[config.mk]
export PLATFORM = sky130hd
export DESIGN_NAME = clock_synth_divider_programmer_flat
export DESIGN_NICKNAME = d
export VERILOG_FILES = /design/src/design/csdp_pkg.sv /design/src/design/csdp_if.sv /design/src/design/clock_synth_divider_programmer.sv /design/src/design/csdp_front.sv /design/src/design/csdp_back.sv /design/src/flat_wrapper.sv
export VERILOG_INCLUDE_DIRS = /design/src /design/src/design
export SDC_FILE = /design/constraint.sdc
export NUM_CORES = 1
export LEC_CHECK = 0
export BUFFER_PORTS_ARGS = -buffer_cell sky130_fd_sc_hd__buf_2
export CORE_UTILIZATION = 55
export DETAILED_ROUTE_END_ITERATION = 10
export MAX_ROUTING_LAYER = met4
export PLACE_DENSITY_LB_ADDON = 0.15
export SLEW_MARGIN = 20
export SYNTH_ARGS = -nofsm -noshare
export SYNTH_HDL_FRONTEND = slang
export SYNTH_SLANG_ARGS = --single-unit
[constraint.sdc]
create_clock -name clk -period 7 [get_ports clk]
set_clock_uncertainty 0.2 [all_clocks]
set_input_delay 1.4 -clock clk [delete_from_list [all_inputs] [get_ports clk]]
set_output_delay 1.4 -clock clk [all_outputs]
set_load 0.03 [all_outputs]
[src/design/clock_synth_divider_programmer_macros.svh]
// ----------------------------------------------------------------------------
// Assertion macros for the clock synthesizer divider programmer.
// Each macro turns into a concurrent assertion in simulation and into
// nothing in synthesis.
// ----------------------------------------------------------------------------
`ifndef CLOCK_SYNTH_DIVIDER_PROGRAMMER_MACROS_SVH
`define CLOCK_SYNTH_DIVIDER_PROGRAMMER_MACROS_SVH
`ifndef SYNTHESIS
`define CSDP_ASSERT_SAME(label, clk, rst_n, ante, cons) \
    label: assert property (@(posedge clk) disable iff (!rst_n) (ante) |-> (cons)) \
        else $error("assertion failed in the same cycle");
`define CSDP_ASSERT_NEXT(label, clk, rst_n, ante, cons) \
    label: assert property (@(posedge clk) disable iff (!rst_n) (ante) |=> (cons)) \
        else $error("assertion failed in the next cycle");
`else
`define CSDP_ASSERT_SAME(label, clk, rst_n, ante, cons)
`define CSDP_ASSERT_NEXT(label, clk, rst_n, ante, cons)
`endif
`endif

[src/design/csdp_pkg.sv]
// ----------------------------------------------------------------------------
// csdp_pkg
// Types and constants shared by the divider programmer modules.
// ----------------------------------------------------------------------------
package csdp_pkg;

    localparam int CRYSTAL_W  = 26;
    localparam int DRIVE_W    = 2;
    localparam int FREQ_W     = 32;
    localparam int INDEX_W    = 3;
    localparam int PLL_W      = 31;
    localparam int FRAC_W     = 10;
    localparam int QUOT_W     = PLL_W + FRAC_W;
    localparam int DIV_CNT_W  = 6;
    localparam int STEP_W     = 5;

    localparam logic [4:0]  PLL_MULT       = 5'd19;
    localparam logic [STEP_W-1:0] LAST_STEP = 5'd18;
    localparam logic [DIV_CNT_W-1:0] DIV_STEPS = 6'd41;
    localparam logic [17:0] P1_OFFSET      = 18'd512;
    localparam logic [7:0]  CTRL_BASE_VAL  = 8'h4C;
    localparam logic [7:0]  PLL_RESET_VAL  = 8'hA0;
    localparam logic [7:0]  ADDR_PLLA      = 8'd26;
    localparam logic [7:0]  ADDR_MS0       = 8'd42;
    localparam logic [7:0]  ADDR_CLK_CTRL0 = 8'd16;
    localparam logic [7:0]  ADDR_PLL_RESET = 8'd177;
    localparam logic [7:0]  ADDR_CLK_OE    = 8'd3;

    localparam logic CFG_CRYSTAL_HZ    = 1'b0;
    localparam logic CFG_DRIVE_STRENGTH = 1'b1;

    typedef struct packed {
        logic [FREQ_W-1:0]  target_hz;
        logic [INDEX_W-1:0] output_index;
    } job_t;

endpackage

[src/design/csdp_if.sv]
// ----------------------------------------------------------------------------
// csdp_req_if, csdp_wr_if
// Valid/ready channels for requests and for register write transactions.
// ----------------------------------------------------------------------------
interface csdp_req_if
    import csdp_pkg::*;
();
    logic               valid;
    logic               ready;
    logic [FREQ_W-1:0]  target_hz;
    logic [INDEX_W-1:0] output_index;

    modport source (output valid, output target_hz, output output_index, input ready);
    modport sink (input valid, input target_hz, input output_index, output ready);
endinterface

interface csdp_wr_if;
    logic       valid;
    logic       ready;
    logic [7:0] reg_addr;
    logic [7:0] reg_value;
    logic       last_write;

    modport source (output valid, output reg_addr, output reg_value, output last_write,
                    input ready);
    modport sink (input valid, input reg_addr, input reg_value, input last_write,
                  output ready);
endinterface

[src/design/clock_synth_divider_programmer.sv]
// ----------------------------------------------------------------------------
// clock_synth_divider_programmer
// Turns a frequency request into the 19 register writes for a synthesizer.
// ----------------------------------------------------------------------------
// Each accepted request with a nonzero frequency and a valid output index
// yields 19 write transactions, the last one flagged by last_write; other
// requests are dropped without writes. In the back end a request is taken in the
// idle state, then passes through the bit-serial divider that produces the integer
// and 10-bit fractional divider, then through the emit state that sends the writes
// and stalls while the write channel is not ready. A two-entry queue lets requests arrive meanwhile.
module clock_synth_divider_programmer
    import csdp_pkg::*;
#(
    parameter int NUM_OUTPUTS = 6
)
(
    input  logic                 clk,
    input  logic                 rst_n,
    input  logic                 cfg_we,
    input  logic                 cfg_index,
    input  logic [CRYSTAL_W-1:0] cfg_wdata,
    csdp_req_if.sink             req,
    csdp_wr_if.source            wr
);

    logic [CRYSTAL_W-1:0] crystal_hz_reg;
    logic [DRIVE_W-1:0]   drive_strength_reg;
    logic                 job_valid;
    logic                 job_ready;
    job_t                 job;

    always_ff @(posedge clk or negedge rst_n)
    begin
        if (!rst_n)
        begin
            crystal_hz_reg <= CRYSTAL_W'(25000000);
            drive_strength_reg <= 2'd3;
        end
        else if (cfg_we)
        begin
            case (cfg_index)
                CFG_CRYSTAL_HZ:     crystal_hz_reg <= cfg_wdata;
                CFG_DRIVE_STRENGTH: drive_strength_reg <= cfg_wdata[DRIVE_W-1:0];
                default:            crystal_hz_reg <= crystal_hz_reg;
            endcase
        end
    end

    csdp_front #(
        .NUM_OUTPUTS (NUM_OUTPUTS)
    ) u_front (
        .clk       (clk),
        .rst_n     (rst_n),
        .req       (req),
        .job_valid (job_valid),
        .job       (job),
        .job_ready (job_ready)
    );

    csdp_back u_back (
        .clk            (clk),
        .rst_n          (rst_n),
        .crystal_hz     (crystal_hz_reg),
        .drive_strength (drive_strength_reg),
        .job_valid      (job_valid),
        .job            (job),
        .job_ready      (job_ready),
        .wr             (wr)
    );

endmodule

[src/design/csdp_front.sv]
// ----------------------------------------------------------------------------
// csdp_front
// Accepts requests, drops those that cause no writes and queues the rest.
// ----------------------------------------------------------------------------
module csdp_front
    import csdp_pkg::*;
#(
    parameter int NUM_OUTPUTS = 6
)
(
    input  logic           clk,
    input  logic           rst_n,
    csdp_req_if.sink       req,
    output logic           job_valid,
    output job_t           job,
    input  logic           job_ready
);

    job_t       fifo_mem [2];
    logic       wr_ptr_reg;
    logic       wr_ptr_next;
    logic       rd_ptr_reg;
    logic       rd_ptr_next;
    logic [1:0] count_reg;
    logic [1:0] count_next;
    logic       push;
    logic       pop;
    logic       good;

    assign req.ready = (count_reg != 2'd2);
    assign good = (req.target_hz != '0) &&
                  ({29'd0, req.output_index} < NUM_OUTPUTS);
    assign push = req.valid && req.ready && good;
    assign pop = job_valid && job_ready;
    assign job_valid = (count_reg != 2'd0);
    assign job = fifo_mem[rd_ptr_reg];

    always_comb
    begin
        wr_ptr_next = wr_ptr_reg ^ push;
        rd_ptr_next = rd_ptr_reg ^ pop;
        count_next = count_reg + {1'b0, push} - {1'b0, pop};
    end

    always_ff @(posedge clk)
    begin
        if (push)
        begin
            fifo_mem[wr_ptr_reg] <= '{target_hz: req.target_hz,
                                      output_index: req.output_index};
        end
    end

    always_ff @(posedge clk or negedge rst_n)
    begin
        if (!rst_n)
        begin
            wr_ptr_reg <= 1'b0;
            rd_ptr_reg <= 1'b0;
            count_reg <= 2'd0;
        end
        else
        begin
            wr_ptr_reg <= wr_ptr_next;
            rd_ptr_reg <= rd_ptr_next;
            count_reg <= count_next;
        end
    end

endmodule

[src/design/csdp_back.sv]
// ----------------------------------------------------------------------------
// csdp_back
// Divides the PLL frequency by the target one bit per cycle, then emits the
// run of register write transactions through an output register.
// ----------------------------------------------------------------------------
`include "clock_synth_divider_programmer_macros.svh"

module csdp_back
    import csdp_pkg::*;
(
    input  logic                 clk,
    input  logic                 rst_n,
    input  logic [CRYSTAL_W-1:0] crystal_hz,
    input  logic [DRIVE_W-1:0]   drive_strength,
    input  logic                 job_valid,
    input  job_t                 job,
    output logic                 job_ready,
    csdp_wr_if.source            wr
);

    typedef enum logic [2:0] {
        ST_IDLE = 3'b001,
        ST_DIV  = 3'b010,
        ST_EMIT = 3'b100
    } state_t;

    state_t                 state_reg;
    state_t                 state_next;
    logic [DIV_CNT_W-1:0]   cnt_reg;
    logic [DIV_CNT_W-1:0]   cnt_next;
    logic [STEP_W-1:0]      step_reg;
    logic [STEP_W-1:0]      step_next;
    logic [FREQ_W-1:0]      freq_reg;
    logic [INDEX_W-1:0]     idx_reg;
    logic [FREQ_W-1:0]      rem_reg;
    logic [QUOT_W-1:0]      quot_reg;
    logic                   out_valid_reg;
    logic                   out_valid_next;
    logic [7:0]             out_addr_reg;
    logic [7:0]             out_value_reg;
    logic                   out_last_reg;
    logic [FREQ_W:0]        trial;
    logic                   fits;
    logic [PLL_W-1:0]       pll;
    logic                   load;
    logic [7:0]             mult;
    logic [FRAC_W-1:0]      frac;
    logic [17:0]            p1;
    logic [19:0]            p2;
    logic [7:0]             ms_base;
    logic [7:0]             emit_addr;
    logic [7:0]             emit_value;

    assign job_ready = (state_reg == ST_IDLE);
    assign pll = PLL_W'({5'd0, crystal_hz} * {26'd0, PLL_MULT});
    assign trial = {rem_reg, quot_reg[QUOT_W-1]};
    assign fits = (trial >= {1'b0, freq_reg});
    assign load = (state_reg == ST_EMIT) && (!out_valid_reg || wr.ready);

    assign mult = (quot_reg[QUOT_W-1:FRAC_W+8] != '0) ? 8'hFF : quot_reg[FRAC_W+7:FRAC_W];
    assign frac = quot_reg[FRAC_W-1:0];
    assign p1 = {3'd0, mult, 7'd0} + {11'd0, frac[9:3]} - P1_OFFSET;
    assign p2 = {frac[2:0], 10'd0, frac[9:3]};
    assign ms_base = ADDR_MS0 + {2'd0, idx_reg, 3'd0};

    always_comb
    begin
        emit_addr = 8'd0;
        emit_value = 8'd0;
        case (step_reg)
            5'd0:  begin emit_addr = ADDR_PLLA;        emit_value = 8'h00; end
            5'd1:  begin emit_addr = ADDR_PLLA + 8'd1; emit_value = 8'h01; end
            5'd2:  begin emit_addr = ADDR_PLLA + 8'd2; emit_value = 8'h00; end
            5'd3:  begin emit_addr = ADDR_PLLA + 8'd3; emit_value = 8'h07; end
            5'd4:  begin emit_addr = ADDR_PLLA + 8'd4; emit_value = 8'h80; end
            5'd5:  begin emit_addr = ADDR_PLLA + 8'd5; emit_value = 8'h00; end
            5'd6:  begin emit_addr = ADDR_PLLA + 8'd6; emit_value = 8'h00; end
            5'd7:  begin emit_addr = ADDR_PLLA + 8'd7; emit_value = 8'h00; end
            5'd8:  begin emit_addr = ms_base;          emit_value = 8'hFF; end
            5'd9:  begin emit_addr = ms_base + 8'd1;   emit_value = 8'hFF; end
            5'd10: begin emit_addr = ms_base + 8'd2;   emit_value = {6'd0, p1[17:16]}; end
            5'd11: begin emit_addr = ms_base + 8'd3;   emit_value = p1[15:8]; end
            5'd12: begin emit_addr = ms_base + 8'd4;   emit_value = p1[7:0]; end
            5'd13: begin emit_addr = ms_base + 8'd5;   emit_value = {4'hF, p2[19:16]}; end
            5'd14: begin emit_addr = ms_base + 8'd6;   emit_value = p2[15:8]; end
            5'd15: begin emit_addr = ms_base + 8'd7;   emit_value = p2[7:0]; end
            5'd16:
            begin
                emit_addr = ADDR_CLK_CTRL0 + {5'd0, idx_reg};
                emit_value = CTRL_BASE_VAL + {6'd0, drive_strength};
            end
            5'd17: begin emit_addr = ADDR_PLL_RESET;   emit_value = PLL_RESET_VAL; end
            5'd18:
            begin
                emit_addr = ADDR_CLK_OE;
                emit_value = ~(8'd1 << idx_reg);
            end
            default:
            begin
                emit_addr = 8'd0;
                emit_value = 8'd0;
            end
        endcase
    end

    always_comb
    begin
        state_next = state_reg;
        cnt_next = cnt_reg;
        step_next = step_reg;
        out_valid_next = out_valid_reg;
        if (wr.valid && wr.ready)
        begin
            out_valid_next = 1'b0;
        end
        case (state_reg)
            ST_IDLE:
            begin
                if (job_valid)
                begin
                    state_next = ST_DIV;
                    cnt_next = DIV_STEPS;
                end
            end
            ST_DIV:
            begin
                cnt_next = cnt_reg - 1'b1;
                if (cnt_reg == 6'd1)
                begin
                    state_next = ST_EMIT;
                    step_next = '0;
                end
            end
            ST_EMIT:
            begin
                if (load)
                begin
                    out_valid_next = 1'b1;
                    step_next = step_reg + 1'b1;
                    if (step_reg == LAST_STEP)
                    begin
                        state_next = ST_IDLE;
                    end
                end
            end
            default:
            begin
                state_next = ST_IDLE;
            end
        endcase
    end

    always_ff @(posedge clk)
    begin
        if (state_reg == ST_IDLE && job_valid)
        begin
            freq_reg <= job.target_hz;
            idx_reg <= job.output_index;
            rem_reg <= '0;
            quot_reg <= {pll, {FRAC_W{1'b0}}};
        end
        else if (state_reg == ST_DIV)
        begin
            rem_reg <= fits ? FREQ_W'(trial - {1'b0, freq_reg}) : trial[FREQ_W-1:0];
            quot_reg <= {quot_reg[QUOT_W-2:0], fits};
        end
        if (load)
        begin
            out_addr_reg <= emit_addr;
            out_value_reg <= emit_value;
            out_last_reg <= (step_reg == LAST_STEP);
        end
    end

    always_ff @(posedge clk or negedge rst_n)
    begin
        if (!rst_n)
        begin
            state_reg <= ST_IDLE;
            cnt_reg <= '0;
            step_reg <= '0;
            out_valid_reg <= 1'b0;
        end
        else
        begin
            state_reg <= state_next;
            cnt_reg <= cnt_next;
            step_reg <= step_next;
            out_valid_reg <= out_valid_next;
        end
    end

    assign wr.valid = out_valid_reg;
    assign wr.reg_addr = out_addr_reg;
    assign wr.reg_value = out_value_reg;
    assign wr.last_write = out_last_reg;

    `CSDP_ASSERT_NEXT(a_last_ends_run, clk, rst_n, load && (step_reg == LAST_STEP), (state_reg == ST_IDLE))
    `CSDP_ASSERT_SAME(a_div_count_live, clk, rst_n, (state_reg == ST_DIV), (cnt_reg != '0))
    `CSDP_ASSERT_SAME(a_rem_bound, clk, rst_n, (state_reg == ST_DIV), (rem_reg < freq_reg))

endmodule
[src/flat_wrapper.sv]
// flat-port wrapper written by rule: the top's interface ports become plain ports
module clock_synth_divider_programmer_flat import csdp_pkg::*;
#(
    parameter int NUM_OUTPUTS = 6
)
  (clk, rst_n, cfg_we, cfg_index, cfg_wdata, req_valid, req_target_hz, req_output_index, req_ready, wr_valid, wr_reg_addr, wr_reg_value, wr_last_write, wr_ready);
  csdp_req_if req_i ();
  csdp_wr_if wr_i ();
  input  logic clk;
  input  logic rst_n;
  input  logic cfg_we;
  input  logic cfg_index;
  input  logic [CRYSTAL_W-1:0] cfg_wdata;
  input wire logic [$bits(req_i.valid)-1:0] req_valid;
  input wire logic [$bits(req_i.target_hz)-1:0] req_target_hz;
  input wire logic [$bits(req_i.output_index)-1:0] req_output_index;
  output wire logic [$bits(req_i.ready)-1:0] req_ready;
  output wire logic [$bits(wr_i.valid)-1:0] wr_valid;
  output wire logic [$bits(wr_i.reg_addr)-1:0] wr_reg_addr;
  output wire logic [$bits(wr_i.reg_value)-1:0] wr_reg_value;
  output wire logic [$bits(wr_i.last_write)-1:0] wr_last_write;
  input wire logic [$bits(wr_i.ready)-1:0] wr_ready;
  assign req_i.valid = req_valid;
  assign req_i.target_hz = req_target_hz;
  assign req_i.output_index = req_output_index;
  assign req_ready = req_i.ready;
  assign wr_valid = wr_i.valid;
  assign wr_reg_addr = wr_i.reg_addr;
  assign wr_reg_value = wr_i.reg_value;
  assign wr_last_write = wr_i.last_write;
  assign wr_i.ready = wr_ready;
  clock_synth_divider_programmer #(.NUM_OUTPUTS(NUM_OUTPUTS)) u_core (.clk(clk), .rst_n(rst_n), .cfg_we(cfg_we), .cfg_index(cfg_index), .cfg_wdata(cfg_wdata), .req(req_i), .wr(wr_i));
endmodule
# Yosys cells after proc, flatten, opt, wreduce, memory -nomap -nowiden
# Memory sizes are Yosys's and may differ from the RTL's. A register that Yosys moved wholly into a read port is not among the register bits.
# Index checks and enable logic that the tools add are counted.
# classes
n_addsub	17
multipliers	1
n_eq_ne	27
mux	21
order_cmp	2
shift	1
bitwise	4
reduce_logical	21
# ops
cell	n
8-bit one-hot mux with 19 select lines	1
8-bit one-hot mux with 12 select lines	1
41-bit two-way mux	2
5-bit by 4-bit == test with 1-bit output, second input constant	8
33-bit by 32-bit >= comparator with 1-bit output	1
7-bit by 3-bit adder with 8-bit output, second input constant	4
32-bit two-way mux	1
32-bit nonzero test	1
32-bit subtractor	1
26-bit by 5-bit multiplier with 31-bit output, second input constant	1
23-bit nonzero test	1
5-bit by 3-bit == test with 1-bit output, second input constant	4
16-bit by 10-bit subtractor with 17-bit output, second input constant	1
15-bit by 7-bit adder with 16-bit output	1
7-bit by 2-bit adder with 8-bit output, second input constant	2
5-bit == test, second input constant	3
3-bit two-way mux	4
6-bit one-hot mux with 2 select lines	1
5-bit by 2-bit == test with 1-bit output, second input constant	2
5-bit two-way mux	2
5-bit one-hot mux with 2 select lines	1
3-bit one-hot mux with 3 select lines	1
7-bit by 1-bit adder with 8-bit output, second input constant	1
7-bit by 2-bit adder with 8-bit output, first input constant	1
30 further kinds	48
# totals
mem_bits_rw	70
elab_cells	110
out_inout_bits	19
input_bits	67
reg_bits	137
memories	1
# memory_table
name	depth	word_bits	read_ports	rd_ports_with_merged_regs	write_ports	line_no	source
u_core.u_front.fifo_mem	2	35	1	1	1	csdp_front.sv:19	job_t fifo_mem [2];

# Depth between registers and ports, before layout
# depth
depth_word	5
mapped_depth	15
mapped_depth_nobuf	15

# By module
# A second synthesis with hierarchy kept.
# unflattened
hier_cells	1379
area_unflattened_um2	14422.6
# by_module_without_submodules
mod	seq_area_each_um2	instances	area_each_um2	cells_per_inst
csdp_back	3709.8	1	10390.0	1179
csdp_front	2202.1	1	2855.2	139
clock_synth_divider_programmer	718.2	1	1177.4	61

# Worst setup path before layout
# OpenSTA, ideal clock, no wires.
# synth_path
kind	register -> register
startpoint	register u_core.crystal_hz_reg[5]
endpoint	register u_core.u_back.quot_reg[39] (data pin)
setup_ns	0.267
path_stages_with_launch	16
path_buffers	0
period_less_slack_ns	3.849
required_time_ns	6.533
path_slack_ns	3.151
arrival_ns	3.382
path_cell_list	dfrtp_1 ha_1 inv_1 fa_1 inv_1 ha_1 a21oi_1 a21boi_0 o21ai_0 a221oi_1 o221a_2 o41ai_2 o21ai_0 a31oi_1 xnor2_1 o21ai_0
# synth_between
elab_chain_len	2
# synth_lines
element	line_no	source
from (decl)	clock_synth_divider_programmer.sv:26	logic [CRYSTAL_W-1:0] crystal_hz_reg;
from (signal assigned)	clock_synth_divider_programmer.sv:42	CFG_CRYSTAL_HZ: crystal_hz_reg <= cfg_wdata;
from (signal assigned)	clock_synth_divider_programmer.sv:44	default: crystal_hz_reg <= crystal_hz_reg;
26-bit by 5-bit multiplier with 31-bit output	csdp_back.sv:55	assign pll = PLL_W'({5'd0, crystal_hz} * {26'd0, PLL_MULT});
41-bit two-way mux	csdp_back.sv:155	if (state_reg == ST_IDLE && job_valid)
to (signal assigned)	csdp_back.sv:160	quot_reg <= {pll, {FRAC_W{1'b0}}};
to (signal assigned)	csdp_back.sv:165	quot_reg <= {quot_reg[QUOT_W-2:0], fits};
to (decl)	csdp_back.sv:36	logic [QUOT_W-1:0] quot_reg;
# Every way passes these cells.
# A chain may end at the register's enable or synchronous reset.

# Worst setup path in the final report
# Same ends and word-level chain as after synthesis.

==> run_results.csv <==
group,metric,value,unit
clock_tree,buffer_count_from_post_cts_setup_fixing,0,
power_and_ir_drop,power_leakage,6.66,nW
clock_tree,clkLatencyLatePin,0.55,ns
yosys,synth_seq_cells,242,
grt,number_of_antenna_violations_at_the_first_check_in_global_routing,0,
routing,via_count,10062,
yosys,syn-cell-area,14000,µm²
timing,post-route-worst-setup-slack,2.65,ns
grt,first_global_vias,9512,
timing,final_period_minus_worst_setup_slack,4.35,ns
routing,route.detailed.wl_per_inst,16.4,µm
place,dpl_cell_area,14800,µm²
floorplan,pin_count,86,
worst_setup_path,r2r_cells,15,
power_and_ir_drop,maximum_resistive_drop_on_vdd,220,µV
clock_tree,tritoncts_clock_tree,"done",
routing,routed_wirelength,29500,µm
worst_setup_path,crit_required,7.08,ns
routing,initialDrtViolationCount,779,
yosys,yosys_most_used_dff,"sky130_fd_sc_hd__edfxtp_1",
clock_tree,cts-resized-gates,0,
worst_setup_path,cell_type_group_with_the_largest_total_delay_on_the_critical_path,"compound AO/OA/AOI/OAI gates",
yosys,yosysUniqueCellTypes,68,
yosys,ys_async_sr_fraction,19.4,%
min_path,worstHoldStart,"u_core.u_back.rem_reg[31]$_SDFFE_PP0P_",
worst_setup_path,timing.setup.critical_path_class,"reg2reg",
grt,grt_start_max_net_pins,57,
yosys,synthDominantCellAreaShare,32.8,%
finish,fillers,2117,
clock_tree,clock_sink_count,242,
grt,track_usage,23.6,%
run,number_of_maximum_capacitance_constraint_violations,0,
yosys,syn_avg_cell_area,10.3,µm²
place,place_congestion,0.860,
routing,drt_via_density,5.59,
yosys,post-synth-top-area-cell,"sky130_fd_sc_hd__edfxtp_1",
worst_setup_path,setup.worst_path.start_class,"flop",
clock_tree,cts_inserted_buffers,27,
finish,drive_above_1_share,14.5,%
finish,multi_input_comb_area,6600,µm²
yosys,synth-edff-count,153,
clock_tree,h-tree-depth,1,
yosys,yosysWarningCount,0,
worst_setup_path,data_arrival_time_of_the_critical_path,4.44,ns
worst_setup_path,worst-r2r-setup-slack,2.65,ns
worst_setup_path,worstSetupEndpointType,"flop",
status,status,"finished clean",
finish,design.final.nets,1647,
timing,max_freq,0.230,GHz
timing,timing_max_transition_violations_final,0,
finish,layout.cells.most_common_list,"sky130_fd_sc_hd__inv_1, sky130_fd_sc_hd__edfxtp_1, sky130_fd_sc_hd__nand2_1",
worst_setup_path,crit_buf_inv,2,
timing,max_slew.worst_pin.slew,0.981,ns
finish,finish.instance_area,15800,µm²
place,port-buffer-count,85,
worst_setup_path,regToRegEndpoint,"u_core.u_back.quot_reg[39]$_DFFE_PP_",
yosys,synth_cells,1367,
power_and_ir_drop,power_per_cell_area,394,nW/µm²
timing,tns,0,ns
timing,hold_violations,0,
timing,unrepaired_setup_endpoints_after_global_routing,"no",
min_path,timing.hold.worst_path_depth,2,
floorplan,initial_utilization,55.8,%
worst_setup_path,cp_slowest_cell,"sky130_fd_sc_hd__fa_1",
timing,finalSetupViolations,0,
clock_tree,cts_root_buf,"sky130_fd_sc_hd__clkbuf_16",
place,place_ws,2.64,ns
min_path,worst_min_delay_path_category,"reg2reg",
clock_tree,cts_hold_buf,0,
timing,timing.final.crit_share,62.2,%
place,post-dp-hpwl,21000,µm
floorplan,fp.coreArea,25100,µm²
grt,grt_pass1_wl,47900,µm
yosys,synth_area_leaders,"sky130_fd_sc_hd__edfxtp_1, sky130_fd_sc_hd__ha_1, sky130_fd_sc_hd__dfxtp_1",
min_path,hold-path-endpoint,"u_core.u_back.rem_reg[31]$_SDFFE_PP0P_",
yosys,seq_area_frac_synth,47.3,%
worst_setup_path,crit_cells,15,
floorplan,std_cell_rows,58,
routing,detail-route-antenna-nets,0,
worst_setup_path,worstPathCellList,"ha_1 > inv_1 > fa_1 > inv_1 > ha_1 > a21oi_1 > a21boi_0 > o21ai_0 > a221oi_1 > o221a_2 > o41ai_2 > o21ai_0 > a31oi_1 > xnor2_1 > o21ai_0",
floorplan,floorplan.die_area,26100,µm²
routing,count_of_unresolved_drc_violations_after_routing,0,
worst_setup_path,crit_fanout,6,
worst_setup_path,delay_contributed_by_the_slowest_stage_of_the_critical_path,0.50,ns
grt,global_route.overflow_total,0,
routing,dr.pass1.iters,5,
worst_setup_path,worstReg2RegStart,"u_core.crystal_hz_reg[5]$_DFFE_PN0P_",
finish,areaGrowthSynthToFinish,12.5,%
finish,final_common_cell,"sky130_fd_sc_hd__inv_1",
worst_setup_path,worst_path_most_repeated_cell,"sky130_fd_sc_hd__o21ai_0",
clock_tree,clk_pin_slew,0.06,ns
yosys,total_nets_after_synthesis,1564,
timing,timing.max_slew.rel_slack,34.5,%
finish,sequential_cell_area,6630,µm²
floorplan,fp.dieH,162,µm
clock_tree,cts.path.max_buffers,3,
finish,largest_register_ff_count,70,
finish,num_antenna_cells,0,
floorplan,die-width,162,µm
## cells in the mapped netlist, types with 25 or more instances
cell type	instances
sky130_fd_sc_hd__xnor2_1	34
sky130_fd_sc_hd__dfrtp_1	32
sky130_fd_sc_hd__o21ai_0	108
sky130_fd_sc_hd__edfxtp_1	153
sky130_fd_sc_hd__ha_1	107
sky130_fd_sc_hd__nand2_1	146
sky130_fd_sc_hd__clkbuf_1	33
sky130_fd_sc_hd__o21ai_1	25
sky130_fd_sc_hd__dfxtp_1	42
sky130_fd_sc_hd__inv_1	170
sky130_fd_sc_hd__a21oi_1	68
sky130_fd_sc_hd__nor2_1	65
sky130_fd_sc_hd__mux2_2	43
sky130_fd_sc_hd__a21o_1	27
## where the power goes
group	leakage, nW	switching [mW]	total, mW	internal, mW
logic	3.87	1.47	2.40	0.925
registers	2.33	0.234	2.27	2.04
clock network	0.465	0.597	1.54	0.947
## worst min-delay path, delay by kind of cell (launching register included)
family	cells	cell delay (ns)
DFF	1	0.31
and+or+nand+nor	1	0.05
AOI/OAI and AO/OA	1	0.05
## cells by family (layout without fill, tap and decap cells)
family                   count (synthesis)  after routing  share of synthesized area, %
AO/OA/AOI/OAI                          332            332                          14.8
AND/OR/NAND/NOR                        329            329                          10.7
flip-flops                             242            242                          47.3
buffers and inverters                  213            317                          5.80
adder cells (fa/ha/maj)                130            130                          12.8
multiplexers                            66             66                          5.10
XOR/XNOR                                55             55                          3.44
## worst max path at each step
stage / slack (ns) / start / to
CTS: 2.62 / u_core.crystal_hz_reg[5]$_DFFE_PN0P_ / u_core.u_back.quot_reg[39]$_DFFE_PP_
global route: 2.27 / u_core.crystal_hz_reg[5]$_DFFE_PN0P_ / u_core.u_back.quot_reg[39]$_DFFE_PP_
floorplan: 3.15 / u_core.crystal_hz_reg[5]$_DFFE_PN0P_ / u_core.u_back.quot_reg[39]$_DFFE_PP_
global placement: 2.73 / u_core.crystal_hz_reg[5]$_DFFE_PN0P_ / u_core.u_back.quot_reg[39]$_DFFE_PP_
finish: 2.65 / u_core.crystal_hz_reg[5]$_DFFE_PN0P_ / u_core.u_back.quot_reg[39]$_DFFE_PP_
detailed placement: 2.64 / u_core.crystal_hz_reg[5]$_DFFE_PN0P_ / u_core.u_back.quot_reg[39]$_DFFE_PP_
## cell type report
| class | instances | share of cell area, % |
|---|---|---|
| clock inverter | 17 | 1.68 |
| sequential | 242 | 42.1 |
| inverter | 171 | 4.07 |
| multi-input combinational | 912 | 41.8 |
| clock buffer | 33 | 4.49 |
| tap | 330 | 2.62 |
| timing repair buffer | 96 | 3.22 |
## metrics by stage
step                hold WS, ns  total power [mW]  instances  utilization [%]
global placement          0.242              4.62       1751             58.9
detailed placement        0.252              4.67       1751             58.9
global route              0.279              6.62       1801             62.8
CTS                       0.263              6.24       1801             62.8
finish                    0.255              6.21       1801             62.8
floorplan                 0.229              4.03       1367                -
## metal layers
metal  wire, µm  global-route usage [%]
met4        513                    5.10
met5          0                       -
met2      13000                    35.6
met1      14600                    34.2
met3       1370                    2.90
(Power assumes the default switching activity.)
